<file path="config.mk">
export PLATFORM = sky130hd
export DESIGN_NAME = swik_cordic
export DESIGN_NICKNAME = d
export VERILOG_FILES = /design/src/rtl/swik_pkg.sv /design/src/rtl/swik_cordic.sv
export SDC_FILE = /design/constraint.sdc
export NUM_CORES = 2
export LEC_CHECK = 0
export BUFFER_PORTS_ARGS = -buffer_cell sky130_fd_sc_hd__clkbuf_2
export CAP_MARGIN = 10
export CELL_PAD_IN_SITES_DETAIL_PLACEMENT = 2
export CELL_PAD_IN_SITES_GLOBAL_PLACEMENT = 2
export CORE_MARGIN = 3
export CORE_UTILIZATION = 35
export CTS_CLUSTER_SIZE = 14
export DETAILED_ROUTE_END_ITERATION = 7
export GPL_TIMING_DRIVEN = 1
export PLACE_DENSITY_LB_ADDON = 0.25
export SLEW_MARGIN = 20
export SYNTH_ARGS = -nofsm -noshare
export SYNTH_HDL_FRONTEND = slang
export SYNTH_SLANG_ARGS = --single-unit
</file>
<file path="constraint.sdc">
create_clock -name clk -period 11.4 [get_ports clk]
set_input_delay 1.14 -clock clk [delete_from_list [all_inputs] [get_ports clk]]
set_output_delay 1.14 -clock clk [all_outputs]
set_load 0.005 [all_outputs]
</file>
<file path="src/rtl/swik_pkg.sv">
// Shared types and constants for the swerve wheel inverse kinematics block.
// No dependencies; imported by swik_sqrt, swik_cordic and the top level.
`timescale 1ns / 1ps

package swik_pkg;

  // CORDIC vectoring
  localparam int CORDIC_STEPS = 20;
  localparam int STEP_W       = 5;

  // Angles in Q3.13
  localparam logic [15:0] HALF_PI_Q13 = 16'd12868;
  localparam logic [15:0] PI_Q13      = 16'd25736;

  // Binary angle (2^32 per turn) to Q3.13 scale, applied as (a*K + 2^47) >> 48
  localparam logic [31:0] BAM_TO_Q13 = 32'd3373259426;

  // Register indexes
  localparam logic [2:0] REG_WHEEL0_X   = 3'd0;
  localparam logic [2:0] REG_WHEEL0_Y   = 3'd1;
  localparam logic [2:0] REG_WHEEL1_X   = 3'd2;
  localparam logic [2:0] REG_WHEEL1_Y   = 3'd3;
  localparam logic [2:0] REG_INV_RADIUS = 3'd4;

  // Register reset values
  localparam logic [15:0] RST_WHEEL0_X   = 16'd1229;
  localparam logic [15:0] RST_WHEEL0_Y   = 16'hFCCD;   // -819
  localparam logic [15:0] RST_WHEEL1_X   = 16'hFB33;   // -1229
  localparam logic [15:0] RST_WHEEL1_Y   = 16'd819;
  localparam logic [15:0] RST_INV_RADIUS = 16'd2560;

  // Control for the iterative units
  typedef struct packed {
    logic load;
    logic step;
  } swik_ctl_t;

  // atan(2^-i) in binary angle units
  function automatic logic [29:0] atan_bam(input logic [STEP_W-1:0] i);
    logic [29:0] v;
    v = '0;
    unique case (i)
      5'd0:    v = 30'h20000000;
      5'd1:    v = 30'h12E4051E;
      5'd2:    v = 30'h09FB385B;
      5'd3:    v = 30'h051111D4;
      5'd4:    v = 30'h028B0D43;
      5'd5:    v = 30'h0145D7E1;
      5'd6:    v = 30'h00A2F61E;
      5'd7:    v = 30'h00517C55;
      5'd8:    v = 30'h0028BE53;
      5'd9:    v = 30'h00145F2F;
      5'd10:   v = 30'h000A2F98;
      5'd11:   v = 30'h000517CC;
      5'd12:   v = 30'h00028BE6;
      5'd13:   v = 30'h000145F3;
      5'd14:   v = 30'h0000A2FA;
      5'd15:   v = 30'h0000517D;
      5'd16:   v = 30'h000028BE;
      5'd17:   v = 30'h0000145F;
      5'd18:   v = 30'h00000A30;
      5'd19:   v = 30'h00000518;
      default: v = '0;
    endcase
    return v;
  endfunction

endpackage

</file>
<file path="src/rtl/swik_cordic.sv">
// CORDIC vectoring unit: heading of (ux, uy), one micro-rotation per step while idx
// is below CORDIC_STEPS, result scaled to Q3.13. Depends on swik_pkg.
`timescale 1ns / 1ps

module swik_cordic (
  input  logic                   clk,
  input  swik_pkg::swik_ctl_t    ctl,
  input  logic [4:0]             idx,
  input  logic signed [31:0]     ux,
  input  logic signed [31:0]     uy,
  output logic signed [15:0]     angle
);
  import swik_pkg::*;

  logic signed [34:0] x;
  logic signed [34:0] y;
  logic signed [33:0] acc;     // binary angle, 2^32 per turn
  logic               zero;
  logic [63:0]        angprod;

  logic signed [34:0] uxe;
  logic signed [34:0] uye;
  logic signed [34:0] xs;
  logic signed [34:0] ys;
  logic signed [33:0] bam;
  logic               active;
  logic [33:0]        abs_acc;
  logic [31:0]        mag;
  logic [63:0]        rounded;
  logic [15:0]        q;
  logic [15:0]        qc;

  assign uxe    = 35'(ux);
  assign uye    = 35'(uy);
  assign xs     = x >>> idx;
  assign ys     = y >>> idx;
  assign bam    = $signed({4'b0000, atan_bam(idx)});
  assign active = ctl.step && (idx < 5'(CORDIC_STEPS));

  always_ff @(posedge clk) begin
    if (ctl.load) begin
      zero <= (ux == '0) && (uy == '0);
      if (ux[31]) begin
        // left half plane: pre-rotate by pi toward the sign of uy
        x   <= -uxe;
        y   <= -uye;
        acc <= uy[31] ? -34'sh0_8000_0000 : 34'sh0_8000_0000;
      end else begin
        x   <= uxe;
        y   <= uye;
        acc <= '0;
      end
    end else if (active) begin
      if (!y[34]) begin
        x   <= x + ys;
        y   <= y - xs;
        acc <= acc + bam;
      end else begin
        x   <= x - ys;
        y   <= y + xs;
        acc <= acc - bam;
      end
    end
    angprod <= 64'(mag) * 64'(BAM_TO_Q13);
  end

  assign abs_acc = acc[33] ? 34'(-acc) : 34'(acc);
  assign mag     = (abs_acc > 34'h0_8000_0000) ? 32'h8000_0000 : abs_acc[31:0];
  assign rounded = angprod + 64'h0000_8000_0000_0000;
  assign q       = rounded[63:48];
  assign qc      = (q > PI_Q13) ? PI_Q13 : q;

  always_comb begin
    if (zero)         angle = '0;
    else if (acc[33]) angle = $signed(16'(-qc));
    else              angle = $signed(qc);
  end

endmodule

</file>
==> impl_metrics.ini <==
[synthesis]
synthArstFlopShare_pct = 0
synth_top_family_by_area = adder cells
synth_xor_area_share_pct = 7.97
ys.flop_type = edfxtp_1
synth_fa_ha_area_share_pct = 36.3
synth-simple-area-share_pct = 13.3
synthCells = 4019
netlist_area_um2 = 35300
synth_commonest_cells = inv_1, ha_1, fa_1
synth_cell_types = 89
ys_ff_latch = 122
synth_top_area_cell = fa_1
yosysSeqAreaShare_pct = 9.90
synth_compound_area_share_pct = 15.5
synth_top_area_share_pct = 19.0
syn-num-nets = 4914
avgSynthCellArea_um2 = 8.78
synth_edf_count = 105
synth_warnings = 0
yosysMostFrequentCell = inv_1
muxShareOfSynthArea_pct = 8.61
yosys-top-cells-area = fa_1, ha_1, edfxtp_1

[min_path]
min_from = y[0]$_DFFE_PP_
holdPathStages = 2
hold_end = y[0]$_DFFE_PP_
min_path_type = register to register

[die]
die_w_um = 323
dieArea_um2 = 105000
coreArea_um2 = 99100
start_util_pct = 35.6
rows = 115
io_pins = 88
die_y_um = 323

[critical_path]
r2r-end = angprod[62]$_DFF_P_
crit_top_cell = inv_1
cp.arrival_ns = 11.40
regToRegStartpoint = acc[1]$_SDFFCE_PP0P_
required_ns = 11.80
reg2reg_slack_ns = 0.40
cp-start-kind = register
end_kind = register
cp_top_family = adder cells
setup.worst_path.class = register to register
slowest_delay_ns = 0.71
critical_path.slowest_cell = or4b_2
crit_fanout = 19
reg2reg_depth = 37
cp.buffers_inverters = 9

[detailed_routing]
routed_wl_um = 132000
wl_per_cell_um = 24.6
first_pass_iters = 5
ant_nets = 0
num_vias = 30300
viasPerCell = 5.67
drc_errors = 0
drt_iter0_drc = 1530

[timing]
setup_viol = 0
max_freq_mhz = 90.9
slew_headroom_pct = 27.4
hold_viol = 0
post-route-min-period_ns = 11.00
worst_pin_slew_ns = 1.08
slew_violations = 0
skew_ns = 0.0218
hold_ws_ns = 0.768
period_share_pct = 96.5

[clock_network]
postCtsHoldBufs = 0
clkSinkCount = 122
cts_buffers = 17
cts-root-buf = clkbuf_16
htreeDepth = 4
path_clk_slew_ns = 0.07
cts_tree = built
cts_max_path_buffers = 2
worstSkewPairLatency_ns = 0.49

[finish]
drive_above_1_share_pct = 10.1
area_growth_pct = 7.69
nets = 4947
diodes = 0

[global_routing]
grt_pass1_vias = 33600
track_usage_pct = 25.3
grt_pass1_wl_um = 203000
grt_max_degree = 64
antenna_found_initial = 1
grt_overflow = 0

[place]
hpwl_um = 112000
portBuffers = 87
gp_congestion = 0.891

[outcome]
status = complete, no violations

[flow_run]
drv_cap = 0
==> stage by stage <==
stage,TNS [ns],area [µm²],worst slack (ns),instances,utilization (%)
2_1_floorplan,0,35300,0.810,4019,-
3_3_place_gp,0,37300,0.150,5313,37.6
3_5_place_dp,-0.309,37300,-0.170,5313,37.6
4_1_cts,0,37800,0.0520,5345,38.2
5_1_grt,-0.00412,38000,-0.00412,5352,38.3
6_report,0,38000,0.397,5352,38.3
==> routing by layer <==
layer  vias to the layer above  global-route usage [%]  wire (µm)
li1                      14000                       -          -
met2                       437                    45.3      66700
met4                         2                    8.34       4370
met1                     15700                    31.8      57100
met5                         -                       0         11
met3                       180                    2.50       3410
==> repair_timing <==
action | CTS | global route
endpoints found under the hold margin | 0 | 0
resized for setup | 3 | 18
buffers inserted | 0 | 7
pin swaps | 0 | 0
endpoints found under the setup margin | 4 | 12
==> tightest hold or removal path, cell delays in order, from the launching register on <==
cell and delay, ns:
edfxtp_1 0.37, ha_1 0.15, mux2_2 0.14
==> cells in the final DEF (no fill, tap or decap), drive strengths merged, types with 49 or more instances in the layout <==
cell | synthesis | routed
a21oi | 245 | 245
nand2 | 240 | 240
clkbuf | 104 | 102
edfxtp | 105 | 105
buf | 55 | 89
mux4 | 99 | 99
mux2i | 49 | 49
fa | 334 | 334
nand3 | 59 | 59
xor2 | 132 | 132
ha | 489 | 489
nor3 | 67 | 67
a21o | 91 | 91
o21ai | 207 | 207
nor2 | 240 | 240
inv | 610 | 606
xnor2 | 189 | 189
==> worst max path at each step <==
stage	startpoint	to	slack, ns	cells after the start
2_1_floorplan	acc[10]$_SDFFCE_PP0P_	angprod[62]$_DFF_P_	0.81	36
3_3_place_gp	acc[11]$_SDFFCE_PP0P_	angprod[62]$_DFF_P_	0.15	35
3_5_place_dp	acc[11]$_SDFFCE_PP0P_	angprod[62]$_DFF_P_	-0.17	35
4_1_cts	acc[11]$_SDFFCE_PP0P_	angprod[62]$_DFF_P_	0.05	31
5_1_grt	acc[1]$_SDFFCE_PP0P_	angprod[62]$_DFF_P_	-0.004	36
6_report	acc[1]$_SDFFCE_PP0P_	angprod[62]$_DFF_P_	0.40	37
==> flip-flops by register name (all words and copies together), names as in the netlist <==
name and flops:
x 35, y 35, acc 34, angprod 17, zero 1
==> cell families (layout without fill, tap and decap cells) <==
logic type | count (synthesis) | in the layout
AOI/OAI and AO/OA | 861 | 861
xor gates and xnor gates | 321 | 321
adders and majority gates | 824 | 824
buffers and inverters | 771 | 817
DFF | 122 | 122
muxes | 176 | 176
and+or+nand+nor | 944 | 944
==> layout make-up <==
cell class / instances / area [µm²]
flip-flops and latches: 122 / 3490
clock buffers: 18 / 429
inverters: 612 / 2330
fillers: 11100 / 61200
clock inverters: 14 / 145
multi-input cells: 3126 / 28900
repair buffers: 173 / 1090
well taps: 1287 / 1610
Power is not shown: default switching activity piles up to over one toggle a cycle in this logic, so the estimate is an artifact.
