## src/rtl/swik_pkg.sv

```systemverilog
// Shared types and constants for the swerve wheel inverse kinematics block.
// No dependencies; imported by swik_sqrt, swik_cordic and the top level.
`timescale 1ns / 1ps

package swik_pkg;

  // CORDIC vectoring
  localparam int CORDIC_STEPS = 20;
  localparam int STEP_W       = 5;

  // Angles in Q3.13
  localparam logic [15:0] HALF_PI_Q13 = 16'd12868;
  localparam logic [15:0] PI_Q13      = 16'd25736;

  // Binary angle (2^32 per turn) to Q3.13 scale, applied as (a*K + 2^47) >> 48
  localparam logic [31:0] BAM_TO_Q13 = 32'd3373259426;

  // Register indexes
  localparam logic [2:0] REG_WHEEL0_X   = 3'd0;
  localparam logic [2:0] REG_WHEEL0_Y   = 3'd1;
  localparam logic [2:0] REG_WHEEL1_X   = 3'd2;
  localparam logic [2:0] REG_WHEEL1_Y   = 3'd3;
  localparam logic [2:0] REG_INV_RADIUS = 3'd4;

  // Register reset values
  localparam logic [15:0] RST_WHEEL0_X   = 16'd1229;
  localparam logic [15:0] RST_WHEEL0_Y   = 16'hFCCD;   // -819
  localparam logic [15:0] RST_WHEEL1_X   = 16'hFB33;   // -1229
  localparam logic [15:0] RST_WHEEL1_Y   = 16'd819;
  localparam logic [15:0] RST_INV_RADIUS = 16'd2560;

  // Control for the iterative units
  typedef struct packed {
    logic load;
    logic step;
  } swik_ctl_t;

  // atan(2^-i) in binary angle units
  function automatic logic [29:0] atan_bam(input logic [STEP_W-1:0] i);
    logic [29:0] v;
    v = '0;
    unique case (i)
      5'd0:    v = 30'h20000000;
      5'd1:    v = 30'h12E4051E;
      5'd2:    v = 30'h09FB385B;
      5'd3:    v = 30'h051111D4;
      5'd4:    v = 30'h028B0D43;
      5'd5:    v = 30'h0145D7E1;
      5'd6:    v = 30'h00A2F61E;
      5'd7:    v = 30'h00517C55;
      5'd8:    v = 30'h0028BE53;
      5'd9:    v = 30'h00145F2F;
      5'd10:   v = 30'h000A2F98;
      5'd11:   v = 30'h000517CC;
      5'd12:   v = 30'h00028BE6;
      5'd13:   v = 30'h000145F3;
      5'd14:   v = 30'h0000A2FA;
      5'd15:   v = 30'h0000517D;
      5'd16:   v = 30'h000028BE;
      5'd17:   v = 30'h0000145F;
      5'd18:   v = 30'h00000A30;
      5'd19:   v = 30'h00000518;
      default: v = '0;
    endcase
    return v;
  endfunction

endpackage

```

## src/rtl/swik_sqrt.sv

```systemverilog
// Bit-serial integer square root: one result bit per step, 32 steps.
// Depends on swik_pkg.
`timescale 1ns / 1ps

module swik_sqrt (
  input  logic                clk,
  input  swik_pkg::swik_ctl_t ctl,
  input  logic [62:0]         radicand,
  output logic [31:0]         root
);
  import swik_pkg::*;

  logic [63:0] rad;     // radicand, two bits leave at the top per step
  logic [35:0] rem;
  logic [35:0] rem_sh;
  logic [35:0] trial;
  logic        fits;

  assign rem_sh = {rem[33:0], rad[63:62]};
  assign trial  = {2'b00, root, 2'b01};
  assign fits   = (rem_sh >= trial);

  always_ff @(posedge clk) begin
    if (ctl.load) begin
      rad  <= {1'b0, radicand};
      rem  <= '0;
      root <= '0;
    end else if (ctl.step) begin
      rad <= {rad[61:0], 2'b00};
      if (fits) begin
        rem  <= rem_sh - trial;
        root <= {root[30:0], 1'b1};
      end else begin
        rem  <= rem_sh;
        root <= {root[30:0], 1'b0};
      end
    end
  end

endmodule

```

## config.mk

```make
export PLATFORM = sky130hd
export DESIGN_NAME = swik_sqrt
export DESIGN_NICKNAME = d
export VERILOG_FILES = /design/src/rtl/swik_pkg.sv /design/src/rtl/swik_sqrt.sv
export SDC_FILE = /design/constraint.sdc
export NUM_CORES = 1
export LEC_CHECK = 0
export BUFFER_PORTS_ARGS = -buffer_cell sky130_fd_sc_hd__buf_2
export CORE_MARGIN = 5
export CORE_UTILIZATION = 50
export CTS_BUF_LIST = sky130_fd_sc_hd__clkbuf_8 sky130_fd_sc_hd__clkbuf_16
export CTS_CLUSTER_DIAMETER = 30
export CTS_CLUSTER_SIZE = 30
export DETAILED_ROUTE_END_ITERATION = 16
export GPL_ROUTABILITY_DRIVEN = 0
export GPL_TIMING_DRIVEN = 0
export PLACE_DENSITY_LB_ADDON = 0.25
export SETUP_SLACK_MARGIN = 0.05
export SLEW_MARGIN = 20
export SYNTH_ARGS = -nofsm -noshare
export SYNTH_HDL_FRONTEND = slang
export SYNTH_SLANG_ARGS = --single-unit
```

## constraint.sdc

```tcl
create_clock -name clk -period 4 [get_ports clk]
set_clock_uncertainty 0.1 [all_clocks]
set_input_delay 0.8 -clock clk [delete_from_list [all_inputs] [get_ports clk]]
set_output_delay 0.8 -clock clk [all_outputs]
set_load 0.005 [all_outputs]
```

==> results of run 1 <==
[layout by cell type (no fill, tap or decap), types with 12 or more instances in the layout]
cell       netlist  routed
a21o_1          16      16
buf_2           11     106
nand2_1         78      78
inv_1           41      41
clkbuf_16        0      17
nand3_1         14      14
xor2_1          12      12
o21ai_0         15      15
ha_1            34      34
dfxtp_1         67      67
a311oi_1        27      27
mux2i_1         34      34
mux2_2          62      62
a21oi_1         38      38
edfxtp_1        63      63
clkbuf_1        19      19
nor2_1          78      78
[cell usage after synthesis (all sizes together) (4+ instances only)]
cell type / n
nand4: 9
nand2: 79
edfxtp: 63
o21ai: 16
inv: 41
ha: 34
buf: 23
nand4b: 4
nor3: 10
a211oi: 7
mux2i: 34
clkbuf: 26
xor2: 12
nand3: 14
nand2b: 6
and2: 5
nor2: 78
a21o: 18
a31oi: 4
xnor2: 9
and3: 8
o21bai: 9
dfxtp: 67
o311ai: 4
mux2: 62
a311oi: 28
a21oi: 38
or3: 6
o211ai: 7
[stage by stage]
stage | total power, mW | hold slack, ps | util (%)
final | 6.989 | 390.3 | 59.02
after global routing | 7.455 | 418.9 | 59.02
after CTS | 6.949 | 391.0 | 59.02
after detailed placement | 5.421 | 382.4 | 55.27
after global placement | 5.394 | 377.3 | 55.12
after floorplan | 4.561 | 355.7 | -
[cell families after synthesis]
family	Yosys count	share of synthesized area, %
flops	130	42.68
buf+inv	91	6.011
xor+xnor	21	2.428
fa+ha+maj	34	5.615
simple gates	232	14.25
mux	96	13.71
compound gates	155	15.31
[where the power goes]
| part | internal, mW | switching [mW] | total, mW | leakage (nW) |
|---|---|---|---|---|
| registers | 1.62 | 0.145 | 1.77 | 1.19 |
| clock network | 0.822 | 0.672 | 1.49 | 0.276 |
| logic | 1.49 | 2.23 | 3.73 | 2.22 |
| total | 3.94 | 3.05 | 6.99 | 3.69 |
[state kept, by name, summed over array words and instances, names as in the netlist]
signal / cells
rad: 64
rem: 34
root: 32
[path summary, 6_finish.rpt]
path	start	end	slack [ps]	cells past startpoint
min	rem[32]	rem[32]	390	2
max reg2reg	root[25]	rem[21]	650	11
min reg2reg	rem[32]	rem[32]	390	2
max	root[25]	rem[21]	650	11
[layer usage]
metal,up-vias,global-route usage (%),wire length [um]
met4,0,10.11,580
met2,215,33.01,8234
li1,3002,-,-
met1,2869,26.60,7997
met5,-,0,0
met3,41,6.760,1478
[area by class of cell]
cell class / count / share of cell area [%]
Inverter: 42 / 1.777
Clock buffer: 17 / 4.795
Buffer: 49 / 3.356
Timing Repair Buffer: 96 / 5.585
Sequential cell: 130 / 36.44
Multi-Input combinational cell: 538 / 43.84
Clock inverter: 15 / 1.551
Tap cell: 188 / 2.651
[critical path: stages, from the launching register on]
cell and delay [ps]:
dfxtp_1 380, inv_1 60, ha_1 260, buf_2 170, inv_1 70, nor3_1 600
o211ai_1 180, a31o_2 290, a31oi_1 160, o211ai_1 260, or4_1 610, o311ai_1 110
==> results_dict.tcl, run 1 <==
set metrics [dict create \
    multiInputGateArea_um2 3890 \
    status "finished, final reports clean" \
    cp-start-kind "register" \
    antenna_cells 0 \
    path_max_fanout 9 \
    final_cells 1075 \
    cp-end-kind "register" \
    post-route-min-period_ps 3347 \
    dp.cells 1043 \
    htreeDepth 4 \
    critical_path_required_ps 4220 \
    wire_per_inst_um 17.01 \
    clkSinkCount 130 \
    synth_ff_type "dfxtp_1" \
    stdcell_area_um2 8872 \
    rsz0062_at_grt "false" \
    post-route-period-util_pct 83.67 \
    worstPathArrival_ps 3570 \
    post-route-drc-count 0 \
    clk_pin_slew_worst_paths_ps 60 \
    dpl_cell_area_um2 8309 \
    grt_max_degree 44 \
    cts_resized 0 \
    ys_types 75 \
    setup_viol 0 \
    synth_warnings 0 \
    drive_above_1_share_pct 25.93 \
    fillers 1340 \
    ys_ff_latch 130 \
    ant_nets 0 \
    p_leak_nw 3.691 \
    synthCells 759 \
    io_pins 98 \
    syn_avg_cell_area_um2 9.982 \
    synth_edf_count 63 \
    p_per_area_nw_per_um2 787.7 \
    fin_ws_ps 653.2 \
    clk_latency_ps 430 \
    die_x_um 133.1 \
    via_per_inst 5.700 \
    clock_path_buffers 2 \
    dr_total_vias 6127 \
    grt_first_pass_wirelength_um 29940 \
    syn_nets 859 \
    core_area_um2 15030 \
    crit_type "register to register" \
    drv_cap 0 \
    yosysSeqAreaShare_pct 42.68 \
    cts_tree "yes" \
    post-place-ws_ps 713.9 \
    root_buffer "clkbuf_16" \
    ctsHoldBuffers 0 \
    dpl.hpwl_um 13310 \
    first_global_vias 5988 \
    wirelength_um 18290 \
    drtIter0Drc 473 \
    cts_buffers 17 \
    synth_top_cells_by_area "edfxtp_1 25%, dfxtp_1 18%, mux2_2 9.2%" \
    seq_area_um2 3233 \
    vdd_drop_max_mv 0.3596 \
    async_flop_share_pct 0 \
    portBuffers 95 \
    die_y_um 133.1 \
    nNetsFinal 974 \
    worst_slew_pin_slew_ps 893.0 \
    grt-ovfl-total 0 \
    antenna_found_initial 0 \
    grt_usage_pct 21.12 \
    postCtsSetupBuffers 0 \
    final.setup.tns_ps 0 \
    synth_largest_area_cell "edfxtp_1" \
    syn_area_um2 7576 \
    slew_violations 0 \
    die-area_um2 17710 \
    rows 45 \
    syn2layout_area_growth_pct 17.11 \
    synth_top_cell_area_share_pct 24.97 \
    hold_viol 0 \
    start_util_pct 50.40 \
    fmax_mhz 298.8 \
    hp-class "register to register" \
    slew_headroom_pct 40.46 \
    first_pass_iters 5 \
]
(Power assumes the default switching activity.)
==> run 2, diff against run 1 <==
ABC_AREA = 1   (was unset)
clock period = 3.47 ns   (was 4 ns; I/O delays follow)
==> run 2 against run 1 <==
Net effect: register-to-register slack improved by 170 ps; largest cell class unchanged; critical path type unchanged; fmax is 27% higher; design area rose by 6.7%; die area is 6.2% higher; setup slack improved by 170 ps.
==> results_dict.tcl, run 2 <==
set metrics [dict create \
    postCtsSetupBuffers 0 \
    whs_endpoint "rad[63]" \
    top_register "rad" \
    syn2layout_area_growth_pct 17.07 \
    path_max_fanout 10 \
    ant_nets 0 \
    r2r_cells 13 \
    regToRegEndpoint "rem[23]" \
    portBuffers 96 \
    clock_path_buffers 2 \
    worst_slew_pin_slew_ps 683.7 \
    synthCells 1179 \
    antenna_cells 0 \
    wire_per_inst_um 13.95 \
    async_flop_share_pct 0 \
    first_pass_iters 7 \
    yosysSeqAreaShare_pct 40.00 \
    syn_area_um2 8083 \
    cp-start-kind "register" \
    synthTopCellsByCount "495 x nand2_1, 177 x inv_1, 73 x nor2_1" \
    syn_nets 1279 \
    antenna_found_initial 0 \
    critical_path_required_ps 3740 \
    dr_total_vias 7664 \
    grt_first_pass_wirelength_um 34360 \
    final_cell_mix "495 x nand2_1, 180 x inv_1, 102 x buf_2" \
    ctsHoldBuffers 0 \
    synth_top_cell_area_share_pct 23.41 \
    cp-end-kind "register" \
    clkSinkCount 130 \
    hold_viol 0 \
    synth_warnings 0 \
    clk_latency_ps 430 \
    post-route-drc-count 0 \
    rsz0062_at_grt "false" \
    rrSetupSlack_ps 830 \
    root_buffer "clkbuf_16" \
    final_cells 1524 \
    ys_types 37 \
    cts_buffers 17 \
    rows 46 \
    wirelength_um 21260 \
    post-route-min-period_ps 2643 \
    clk_pin_slew_worst_paths_ps 60 \
    min_from "rad[61]" \
    post-route-period-util_pct 76.16 \
    grt_max_degree 56 \
    die_x_um 137.1 \
    synth_edf_count 63 \
    grt-ovfl-total 0 \
    final.setup.tns_ps 0 \
    die-area_um2 18810 \
    reg_top3 "rad (64), rem (34), root (32)" \
    synth_most_common_cell "nand2_1" \
    htreeDepth 4 \
    largest_reg_flops 64 \
    via_per_inst 5.029 \
    die_y_um 137.1 \
    drtIter0Drc 595 \
    rr_startpoint "root[25]" \
    stdcell_area_um2 9463 \
    setup_viol 0 \
    syn_avg_cell_area_um2 6.856 \
    core_area_um2 15890 \
    synth_top_cells_by_area "edfxtp_1 23%, nand2_1 23%, dfxtp_1 17%" \
    slew_headroom_pct 54.42 \
    drive_above_1_share_pct 12.54 \
    io_pins 98 \
    drv_cap 0 \
    cts_resized 0 \
    crit_type "register to register" \
    first_global_vias 7315 \
    cts_tree "yes" \
    slew_violations 0 \
    fmax_mhz 378.4 \
    status "finished, final reports clean" \
    mostFrequentLayoutCell "nand2_1" \
    hp-class "register to register" \
    synth_largest_area_cell "edfxtp_1" \
    grt_usage_pct 23.21 \
    synth_ff_type "dfxtp_1" \
    dpl_cell_area_um2 8865 \
    dp.cells 1492 \
    worstPathArrival_ps 2910 \
    start_util_pct 50.88 \
    min_path_cells 2 \
    nNetsFinal 1395 \
    ys_ff_latch 130 \
    dpl.hpwl_um 16300 \
]
[run 2: per-layer routing]
metal	share of wire (%)	vias to the layer above	GRT usage, %
met4	2.9	0	9.701
li1	-	3959	-
met2	46	230	38.88
met5	0	-	0
met1	44	3425	28.56
met3	6.9	50	5.625
[run 2: layout make-up]
type                       count  area (um^2)
fill                        1517         6422
inverter                     180        675.6
timing repair buffer          97        508.0
multi-input combinational    831         3989
clock buffer                  17        425.4
sequential                   130         3233
clock inverter                15        172.7
tap                          216        270.3
buffer                        38        188.9
[run 2: critical path, cell delays in order, from the launching register on]
cell and delay, ps:
dfxtp_1 320, inv_1 70, ha_1 360, a21oi_1 230, and2_1 190, nand2_1 80
nand2_1 60, nand2_1 80, nor2_4 280, clkbuf_1 430, nand4_1 170, nand3_1 120
nand2_1 50, inv_1 50
[run 2: cells by family after synthesis]
family                   Yosys count  synth area share [%]
AND/OR/NAND/NOR                  702                 36.72
XOR/XNOR                          15                 1.625
buffers and inverters            218                 10.65
flip-flops                       130                 40.00
AO/OA/AOI/OAI                     80                 5.743
adder cells (fa/ha/maj)           34                 5.263
[run 2: metrics by stage]
step           worst slack [ps]  hold WS [ps]  util (%)
6_report                  827.1         369.3     59.57
5_1_grt                   577.6         404.0     59.57
4_1_cts                   862.5         375.4     59.57
3_5_place_dp              602.3         356.1     55.81
3_3_place_gp             -91.53         332.0     55.62
2_1_floorplan             683.9         321.5         -
[run 2: worst max path at each step]
stage | cells after the start | end | startpoint
after floorplan | 4 | rad[0] | ctl[1]
after global placement | 4 | rad[38] | ctl[1]
after detailed placement | 5 | rad[36] | ctl[1]
after CTS | 16 | rem[23] | root[20]
after global routing | 16 | rem[23] | root[21]
final | 13 | rem[23] | root[25]
Power of run 2 is not shown: default switching activity piles up to over one toggle a cycle in this logic, so the estimate is an artifact.
==> run 3, diff against run 2 <==
clock period = 2.25 ns   (was 3.47 ns; I/O delays follow)
==> run 3 against run 2 <==
Net effect: the flow now finishes with violations (setup timing); critical path depth rose by 4; via count is 5.9% higher; first-iteration DRC count is 20% higher; critical path type unchanged; critical endpoint is now rem[16]; highest routed layer unchanged.
==> results_dict.tcl, run 3 (synthesis gave the netlist of run 2 again) <==
set metrics [dict create \
    top_register "rad" \
    syn2layout_area_growth_pct 31.38 \
    cp-startpoint "root[17]" \
    fillers 1386 \
    wirelength_um 23470 \
    post-route-drc-count 0 \
    rr_startpoint "root[17]" \
    drv_cap 0 \
    fin_ws_ps -59.42 \
    utilization_pct 66.85 \
    r2r_cells 17 \
    die_x_um 137.1 \
    crit_path_cell_trace "inv_2 > ha_4 > buf_4 > nand2_1 > nand2_2 > inv_1 > nand2_2 > a21oi_4 > nand3_4 > nand3_4 > nand2_4 > buf_12 > clkbuf_16 > nand3_2 > nand3_2 > nand2_1 > inv_1" \
    first_global_vias 7611 \
    regToRegEndpoint "rem[16]" \
    crit_end "rem[16]" \
    violations "setup timing" \
    first_pass_iters 8 \
    die-area_um2 18810 \
    grt_first_pass_wirelength_um 36080 \
    post-route-period-util_pct 102.6 \
    worstPathArrival_ps 2530 \
    clk_pin_slew_worst_paths_ps 60 \
    cts_buffers 17 \
    final_cell_mix "466 x nand2_1, 147 x inv_1, 98 x buf_2" \
    die_y_um 137.1 \
    cp-end-kind "register" \
    hold_viol 0 \
    critical_path_required_ps 2470 \
    slowest_delay_ps 330 \
    drtIter0Drc 712 \
    largest_reg_flops 64 \
    slew_headroom_pct 53.38 \
    rows 46 \
    ant_nets 0 \
    grt_max_degree 73 \
    cts_tree "yes" \
    dpl.hpwl_um 16260 \
    critPathSlowestCell "dfxtp_2" \
    worst_slew_pin_slew_ps 699.2 \
    reg_top3 "rad (64), rem (34), root (32)" \
    portBuffers 96 \
    io_pins 98 \
    min_path_cells 3 \
    mostFrequentLayoutCell "nand2_1" \
    fmax_mhz 433.0 \
    seq_area_um2 3282 \
    root_buffer "clkbuf_16" \
    nNetsFinal 1429 \
    clk_latency_ps 430 \
    drive_above_1_share_pct 28.17 \
    htreeDepth 4 \
    path_max_fanout 6 \
    min_from "radicand[0]" \
    wire_per_inst_um 15.06 \
    status "complete, but fails checks" \
    rsz0062_at_grt "true" \
    hp-class "input pin to register" \
    post-route-min-period_ps 2309 \
    ctsHoldBuffers 0 \
    dr_total_vias 8118 \
    multiInputGateArea_um2 4786 \
    rrSetupSlack_ps -60 \
    via_per_inst 5.211 \
    clkSinkCount 130 \
    core_area_um2 15890 \
    antenna_cells 0 \
    clock_path_buffers 2 \
    crit_type "register to register" \
    cp-start-kind "register" \
    grt_usage_pct 24.56 \
    grt-ovfl-total 0 \
    setup_viol 9 \
    start_util_pct 50.88 \
    antenna_found_initial 0 \
    slew_violations 0 \
]
-- run 3: worst min path at each step --
| stage | end | slack (ps) |
|---|---|---|
| 2_1_floorplan | rad[63] | 320 |
| 3_3_place_gp | rad[63] | 330 |
| 3_5_place_dp | rad[63] | 370 |
| 4_1_cts | rad[0] | 170 |
| 5_1_grt | rad[1] | 170 |
| 6_report | rad[0] | 180 |
-- run 3: layer usage --
layer  track usage [%]  up-vias  part of all wire (%)
li1                  -     4046                     -
met1             29.97     3670                    42
met2             41.39      337                    48
met3             5.809       65                   6.9
met4             10.59        0                   3.8
met5                 0        -                     0
-- run 3: what timing repair did --
item,4_1_cts,5_1_grt
pin swaps,23,36
cloned,1,1
setup buffers,25,10
setup endpoints to repair,107,98
resized for setup,138,91
-- run 3: area by class of cell --
cell class	count	area share, %
sequential	130	30.91
clock inverter	15	1.461
inverter	180	6.386
clock buffer	17	4.006
buffer	37	2.050
multi-input combinational	831	45.07
timing repair buffer	132	7.576
tap	216	2.545
-- run 3: metrics by stage --
step / instances / hold WS (ps) / TNS [ps] / setup slack [ps] / instance area, um^2
after global routing: 1558 / 172.5 / -3073 / -135.5 / 10620
after detailed placement: 1491 / 372.7 / -57350 / -603.6 / 8862
after global placement: 1491 / 329.4 / -54480 / -591.8 / 8862
final: 1558 / 175.3 / -195.3 / -59.42 / 10620
after CTS: 1549 / 170.4 / 0 / 18.38 / 10230
after floorplan: 1179 / 321.5 / 0 / 58.35 / 8112
-- run 3: worst max-delay path: cells and delay by family (launching register included) --
kind / cells / cell delay [ps]
DFF: 1 / 330
buffers and inverters: 6 / 620
AOI/OAI and AO/OA: 1 / 170
adders and majority gates: 1 / 230
and+or+nand+nor: 9 / 780
Power of run 3 is left out for the same reason.
